===== config.mk =====
export PLATFORM = sky130hd
export DESIGN_NAME = sorted_priority_queue
export DESIGN_NICKNAME = d
export VERILOG_FILES = /design/src/hw/rtl/spq_pkg.sv /design/src/hw/rtl/spq_cell.sv /design/src/hw/rtl/sorted_priority_queue.sv
export SDC_FILE = /design/constraint.sdc
export NUM_CORES = 2
export LEC_CHECK = 0
export ABC_AREA = 1
export ABC_CLOCK_PERIOD_IN_PS = 4700
export BUFFER_PORTS_ARGS = -buffer_cell sky130_fd_sc_hd__buf_2
export CELL_PAD_IN_SITES_DETAIL_PLACEMENT = 0
export CELL_PAD_IN_SITES_GLOBAL_PLACEMENT = 1
export CORE_UTILIZATION = 40
export DETAILED_ROUTE_END_ITERATION = 10
export PLACE_DENSITY = 0.71
export SYNTH_ARGS = -nofsm -noshare
export SYNTH_HDL_FRONTEND = slang
export SYNTH_SLANG_ARGS = --single-unit

===== constraint.sdc =====
create_clock -name clk -period 4.7 [get_ports clk]
set_clock_uncertainty 0.1 [all_clocks]
set_input_delay 0.235 -clock clk [delete_from_list [all_inputs] [get_ports clk]]
set_output_delay 0.235 -clock clk [all_outputs]
set_load 0.01 [all_outputs]

===== src/hw/rtl/spq_pkg.sv =====
// ----------------------------------------------------------------------------
// spq_pkg
// Shared types and constants for the sorted priority queue.
// ----------------------------------------------------------------------------
package spq_pkg;

    localparam int DEPTH         = 16;
    localparam int PRIORITY_BITS = 16;
    localparam int HANDLE_BITS   = 16;
    localparam int COUNT_W       = $clog2(DEPTH + 1);

    localparam logic MODE_ENQ = 1'b0;
    localparam logic MODE_DEQ = 1'b1;

    typedef struct packed {
        logic                     mode;
        logic [PRIORITY_BITS-1:0] priority_req;
        logic [HANDLE_BITS-1:0]   handle;
    } item_t;

    typedef struct packed {
        logic                     deq_valid;
        logic [HANDLE_BITS-1:0]   deq_handle;
        logic [PRIORITY_BITS-1:0] deq_priority;
        logic [COUNT_W-1:0]       entry_count;
        logic                     is_empty;
        logic                     enq_dropped;
    } result_t;

    typedef struct packed {
        logic [PRIORITY_BITS-1:0] prio;
        logic [HANDLE_BITS-1:0]   handle;
    } entry_t;

    // operation broadcast to every cell of the chain
    typedef struct packed {
        logic   enq;
        logic   deq;
        entry_t data;
    } op_t;

endpackage


===== src/hw/rtl/spq_cell.sv =====
// ----------------------------------------------------------------------------
// spq_cell
// One slot of the sorted chain: holds, takes the new entry or shifts.
// ----------------------------------------------------------------------------
module spq_cell
    import spq_pkg::*;
(
    input  logic   clk,
    input  op_t    op,
    input  logic   occupied,
    input  logic   left_keep,
    input  entry_t left_entry,
    input  entry_t right_entry,
    output entry_t entry,
    output logic   keep
);

    entry_t entry_reg;
    entry_t entry_next;

    // entry stays ahead of an equal or lower new priority
    assign keep  = occupied && (entry_reg.prio >= op.data.prio);
    assign entry = entry_reg;

    always_comb
    begin
        entry_next = entry_reg;
        if (op.enq)
        begin
            if (keep)
            begin
                entry_next = entry_reg;
            end
            else if (left_keep)
            begin
                entry_next = op.data;
            end
            else
            begin
                entry_next = left_entry;
            end
        end
        else if (op.deq)
        begin
            entry_next = right_entry;
        end
    end

    always_ff @(posedge clk)
    begin
        entry_reg <= entry_next;
    end

endmodule


===== src/hw/rtl/sorted_priority_queue.sv =====
// ----------------------------------------------------------------------------
// sorted_priority_queue
// Bounded priority queue kept sorted in a chain of cells, highest first.
// ----------------------------------------------------------------------------
// result: the result of an item is registered and presented in the cycle after its transfer
// throughput: one enqueue or dequeue per cycle unless the result is stalled;
//   every cell of the chain does its compare-and-shift step in parallel
// reset: entry count and result valid clear; stored entries are not cleared
// ----------------------------------------------------------------------------
module sorted_priority_queue
    import spq_pkg::*;
(
    input  logic    clk,
    input  logic    rst_n,
    input  logic    item_valid,
    output logic    item_stall,
    input  item_t   item,
    output logic    result_valid,
    input  logic    result_stall,
    output result_t result
);

    logic [COUNT_W-1:0] count_reg;
    logic [COUNT_W-1:0] count_next;
    logic               result_valid_reg;
    result_t            result_reg;
    result_t            result_next;

    logic   accept;
    logic   full;
    logic   empty;
    op_t    op;
    entry_t cell_entry [DEPTH];
    logic   cell_keep  [DEPTH];

    assign item_stall   = result_valid_reg && result_stall;
    assign accept       = item_valid && !item_stall;
    assign full         = (count_reg == COUNT_W'(DEPTH));
    assign empty        = (count_reg == '0);
    assign result_valid = result_valid_reg;
    assign result       = result_reg;

    always_comb
    begin
        op.enq          = accept && (item.mode == MODE_ENQ) && !full;
        op.deq          = accept && (item.mode == MODE_DEQ) && !empty;
        op.data.prio    = item.priority_req;
        op.data.handle  = item.handle;
    end

    for (genvar i = 0; i < DEPTH; i++)
    begin : g_cell
        logic   occupied;
        logic   left_keep;
        entry_t left_entry;
        entry_t right_entry;

        assign occupied = (COUNT_W'(i) < count_reg);

        if (i == 0)
        begin : g_head
            // nothing ahead of the head slot
            assign left_keep  = 1'b1;
            assign left_entry = op.data;
        end
        else
        begin : g_body
            assign left_keep  = cell_keep[i-1];
            assign left_entry = cell_entry[i-1];
        end

        if (i == DEPTH - 1)
        begin : g_tail
            assign right_entry = cell_entry[i];
        end
        else
        begin : g_inner
            assign right_entry = cell_entry[i+1];
        end

        spq_cell u_cell (
            .clk         (clk),
            .op          (op),
            .occupied    (occupied),
            .left_keep   (left_keep),
            .left_entry  (left_entry),
            .right_entry (right_entry),
            .entry       (cell_entry[i]),
            .keep        (cell_keep[i])
        );
    end

    always_comb
    begin
        count_next = count_reg;
        if (op.enq)
        begin
            count_next = count_reg + COUNT_W'(1);
        end
        else if (op.deq)
        begin
            count_next = count_reg - COUNT_W'(1);
        end

        result_next              = '0;
        result_next.entry_count  = count_next;
        result_next.is_empty     = (count_next == '0);
        if (item.mode == MODE_ENQ)
        begin
            result_next.enq_dropped = full;
        end
        else if (!empty)
        begin
            result_next.deq_valid    = 1'b1;
            result_next.deq_handle   = cell_entry[0].handle;
            result_next.deq_priority = cell_entry[0].prio;
        end
    end

    always_ff @(posedge clk or negedge rst_n)
    begin
        if (!rst_n)
        begin
            count_reg        <= '0;
            result_valid_reg <= 1'b0;
        end
        else
        begin
            count_reg <= count_next;
            if (accept)
            begin
                result_valid_reg <= 1'b1;
            end
            else if (!result_stall)
            begin
                result_valid_reg <= 1'b0;
            end
        end
    end

    // payload of the result register, loaded on each item transfer
    always_ff @(posedge clk)
    begin
        if (accept)
        begin
            result_reg <= result_next;
        end
    end

endmodule

### Word-level counts from Yosys, hierarchy flattened

Index checks and enable logic that the tools add are counted.

* register bits after elaboration: 558
* input bits: 37
* logic and storage cells: 203

* bitwise operators: 2
* reduce and logical (&&, ||, !) cells: 45
* $add $sub $neg: 2
* $lt $le $gt $ge: 32
* equal/unequal tests: 17
* multiplexer cells: 65

Operators with widths (number)
* 32-bit two-way mux: 60
* 16-bit greater-or-equal comparator: 16
* 4-bit by 5-bit less-than comparator with 1-bit output (first input constant): 8
* 33-bit two-way mux: 1
* 2-bit AND reduction: 16
* 2-bit inequality test (second input constant): 15
* 1-bit logical AND: 22
* 3-bit by 5-bit less-than comparator with 1-bit output (first input constant): 4
* 5-bit zero test: 2
* 1-bit by 5-bit less-than comparator with 1-bit output (first input constant): 2
* 2-bit by 5-bit less-than comparator with 1-bit output (first input constant): 2
* 5-bit two-way mux: 2
* 5-bit by 1-bit adder with 5-bit output (second input constant): 1
* 5-bit == test (second input constant): 1
* 5-bit by 1-bit subtractor with 5-bit output (second input constant): 1
* 1-bit zero test: 3
* 1-bit two-way mux: 2
* 2-bit by 1-bit inequality test with 1-bit output (second input constant): 1
* 1-bit inverter: 2
* 2-bit nonzero test: 1
* 2-bit OR reduction: 1

### Longest topological paths before layout

* depth after elaboration: 8
* depth in mapped cells: 16
* gate-level depth less buffers: 15

### Cells and area by module

From an unflattened synthesis, not the netlist that was laid out.

* cells, all modules: 4177
* area total of the unflattened synthesis: 34785.9 um^2

Modules (own cells, without submodules)
* spq_cell: seq. area each 960.9 um^2, times used 16, area each 2042.0 um^2, cells each 248
* sorted_priority_queue: seq. area each 1351.3 um^2, times used 1, area each 2114.5 um^2, cells each 209

### Worst setup path before layout

Ideal clock, no wire load.

* path kind: input-to-reg
* from: in item[19] in the netlist's numbering
* to: reg g_cell[15].u_cell.entry_reg (netlist bit g_cell[15].u_cell.entry[0]), enable pin
* stages: 8
* arrival time: 2954 ps
* required time: 4168 ps
* path slack: 1214 ps
* path buffers: 0
* cells stage by stage: inv_1 > ha_1 > a21oi_1 > o21a_1 > nor2_1 > o21ai_0 > nand3_1 > a21oi_1

* word-level cells in the longest chain between the ends: 4

Ends and longest elaborated chain
* start: declaration: line sorted_priority_queue.sv:17 `input item_t item,`
* 16-bit greater-or-equal comparator: line spq_cell.sv:22 `assign keep = occupied && (entry_reg.prio >= op.data.prio);`
* 1-bit logical AND: line spq_cell.sv:22
* 1-bit inverter (no line)
* 2-bit AND reduction (no line)
* end signal: assignment: line spq_cell.sv:51 `entry_reg <= entry_next;`
* end: declaration: line spq_cell.sv:18 `entry_t entry_reg;`

Every way passes these cells.
A chain may end at the register's enable or synchronous reset.

==> out/results.tsv <==
stage	metric	value	unit
floorplanning	start_util	0.405	
sta	setup_slack	1300	ps
finish	ff_latch_area	16700	um^2
finish	insertedDiodeCount	0	
synth	ys_top_cells_by_count	nand2_1 (2562), inv_1 (571), edfxtp_1 (552), ha_1 (260), buf_2 (112)	
critical_path	critPathKind	reg -> reg	
routing	num_vias	26961	
sta	post-route-min-period	3400	ps
global_routing	grt_pass1_vias	27254	
synth	yosysTopAreaCell	edfxtp_1	
finish	fin_util	0.449	
cts	clk_pin_slew	60	ps
critical_path	cp_max_fo	33	
routing	via_per_inst	4.59	
synth	syn_inst	4607	
global_routing	grt_max_degree	175	
placed_design	portBuffers	78	
finish	syn_to_final_growth	10.9	%
cts	postCtsSetupBuffers	0	
min_path	worst_hold_path_type	in -> reg	
sta	finalCritPeriodShare	0.724	
sta	whs	129	ps
cts	postCtsResizedCells	0	
critical_path	cp_cell_sequence	inv_1 > ha_1 > nand3_2 > nand2_8 > inv_4 > buf_4 > nand2_1 > nand2_1 > nand2_1 > nand2_1	
floorplanning	ios	79	
synth	ys_types	35	
placed_design	postPlaceCellArea	36700	um^2
synth	syn_nets	4904	
critical_path	critPathMaxStageDelay	560	ps
outcome	status	finished clean	
routing	ant_nets	0	
power	pwr-share-comb	0.323	
floorplanning	die_w	298	um
routing	route.detailed.drc	0	
sta	max_freq	294	MHz
critical_path	critPathTopFamily	buffers and inverters	
finish	multi_input_area	15400	um^2
global_routing	grtUsageTotal	0.213	
global_routing	antenna_found_initial	2	
power	power.share.clock	0.266	
floorplanning	die-area	89100	um^2
routing	drt-total-wl	93800	um
cts	cts_sinks	558	
critical_path	cp.arrival	3770	ps
placed_design	hpwl	68000	um
finish	final_cells	5872	
critical_path	cp-end-kind	register	
synth	synthTopCellsByArea	edfxtp_1 (47%), nand2_1 (27%), ha_1 (9.3%)	
critical_path	worst_path_max_delay_cell	nand2_1	
finish	largest_reg_flops	512	
synth	synth-edff-count	552	
cts	cts_buffers	67	
routing	first_pass_iters	7	
critical_path	cp.required	5070	ps
cts	hold_buffers	21	
floorplanning	die-height	298	um
power	p_sw	6.99	mW
critical_path	critPathBufInv	3	
power	intPower	11.8	mW
floorplanning	rows	108	
finish	finalInstanceArea	39000	um^2
cts	worstSkewPairLatency	620	ps
sta	rsz0062_at_grt	false	
critical_path	crit_top_cell	nand2_1	
global_routing	grt_overflow	0	
finish	layout-drive-gt1-share	0.0638	
finish	nNetsFinal	4962	
routing	top_layer_used	met4	
synth	synth-seq-cells	558	
cts	cts_buffer_depth	3	
job	cap_violations	0	
sta	hold_violations	0	
floorplanning	core	86900	um^2
routing	wl_met3	4040	um
placed_design	place_inst	5730	
power	p_sw_frac	0.372	
cts	tritoncts	yes	
routing	drt_iter0_markers	1879	
sta	worst_pin_slew	930	ps
routing	wl_per_cell	16.0	um
synth	avgSynthCellArea	7.63	um^2
synth	ys.flop_type	edfxtp_1	
synth	yosysMostFrequentCell	nand2_1	
finish	n_fill_cell	8799	
sta	final_max_slew_viol_count	0	
sta	relSlewSlack	0.380	
synth	async_flop_share	0.0108	
sta	fin_tns_setup	0	ps
power	vdd_drop_max	0.000253	V
cts	cts-root-buf	clkbuf_16	
power	power_density	483	nW/um^2
power	p_leak	22.1	nW
placed_design	routabilityCongestion	0.828	
power	sequentialPowerShare	0.411	
cts	cts.htree.levels	3	
sta	final-setup-viol-count	0	
routing	wl_met1	46400	um
routing	wl_met2	41800	um
synth	synth_top_area_share	0.472	
synth	netlist_area	35200	um^2
global_routing	grt_pass1_wl	152000	um
synth	yosysWarningCount	0	
placed_design	pre_cts_ws	1240	ps
synth	seq_area_frac_synth	0.476	
power	finalPower	18.8	mW
critical_path	crit_path_start_kind	register	
-- cell usage in the layout, fill, tap and decap left out, types with 2 or more instances in the layout --
| cell | instances |
|---|---|
| buf_12 | 4 |
| buf_2 | 78 |
| clkbuf_16 | 67 |
| o21ai_1 | 3 |
| a21boi_0 | 12 |
| clkinv_1 | 19 |
| buf_4 | 71 |
| edfxtp_1 | 552 |
| clkinv_2 | 12 |
| o21a_1 | 4 |
| nor2_1 | 99 |
| o21bai_1 | 26 |
| inv_2 | 6 |
| inv_16 | 2 |
| nand4_1 | 29 |
| dfrtp_1 | 6 |
| ha_1 | 260 |
| inv_1 | 570 |
| clkinv_8 | 4 |
| nand2_2 | 44 |
| dlygate4sd3_1 | 21 |
| a21oi_1 | 101 |
| clkbuf_1 | 14 |
| o21ai_0 | 71 |
| nor3_1 | 7 |
| bufinv_16 | 3 |
| nand3_1 | 53 |
| nand2_1 | 2562 |
| xor2_1 | 3 |
-- power groups by stage --
stage / logic [mW] / registers [mW] / clock network (mW)
after floorplan: 4.43 / 7.63 / 0
after global placement: 6.01 / 7.82 / 0
after detailed placement: 6.08 / 7.83 / 0
after CTS: 6.15 / 7.73 / 5.15
after global routing: 7.12 / 7.87 / 5.31
final: 6.08 / 7.74 / 5.00
-- final cells by class --
class,count,area share
timing repair buffer,174,0.0311
sequential,558,0.429
tap,1155,0.0371
clock inverter,40,0.00851
inverter,578,0.0557
multi-input combinational,3286,0.394
clock buffer,81,0.0444
-- logic make-up (layout without fill, tap and decap cells) --
group	count (synthesis)	in the layout	share of synthesized area
simple gates	2799	2799	0.307
buf+inv	763	873	0.0880
flops	558	558	0.476
fa+ha+maj	260	260	0.0925
compound gates	224	224	0.0360
xor+xnor	3	3	0.000748
-- final timing paths --
check                                               to  slack, ps                        start  cells past startpoint
setup / recovery           g_cell[10].u_cell.entry[30]       1300                 count_reg[1]                     10
hold / removal              g_cell[0].u_cell.entry[19]        130                     item[19]                      3
setup reg to reg           g_cell[10].u_cell.entry[30]       1300                 count_reg[1]                     10
hold reg to reg            g_cell[14].u_cell.entry[13]        410  g_cell[15].u_cell.entry[13]                      2
max in group asynchronous                 result_valid       3670                        rst_n                      3
min in group asynchronous                 count_reg[2]        540                        rst_n                      3
-- worst register-to-register path: stages, from the launching register on --
cell and delay (ps):
dfrtp_1 470, inv_1 220, ha_1 260, nand3_2 150
nand2_8 80, inv_4 550, buf_4 490, nand2_1 570
nand2_1 240, nand2_1 60, nand2_1 60
-- metal layers --
metal / vias up / track usage
li1: 14470 / -
met1: 11911 / 0.301
met2: 487 / 0.351
met3: 93 / 0.0238
met4: 0 / 0.0485
met5: - / 0
No activity file was read; power rests on OpenSTA's default activity.
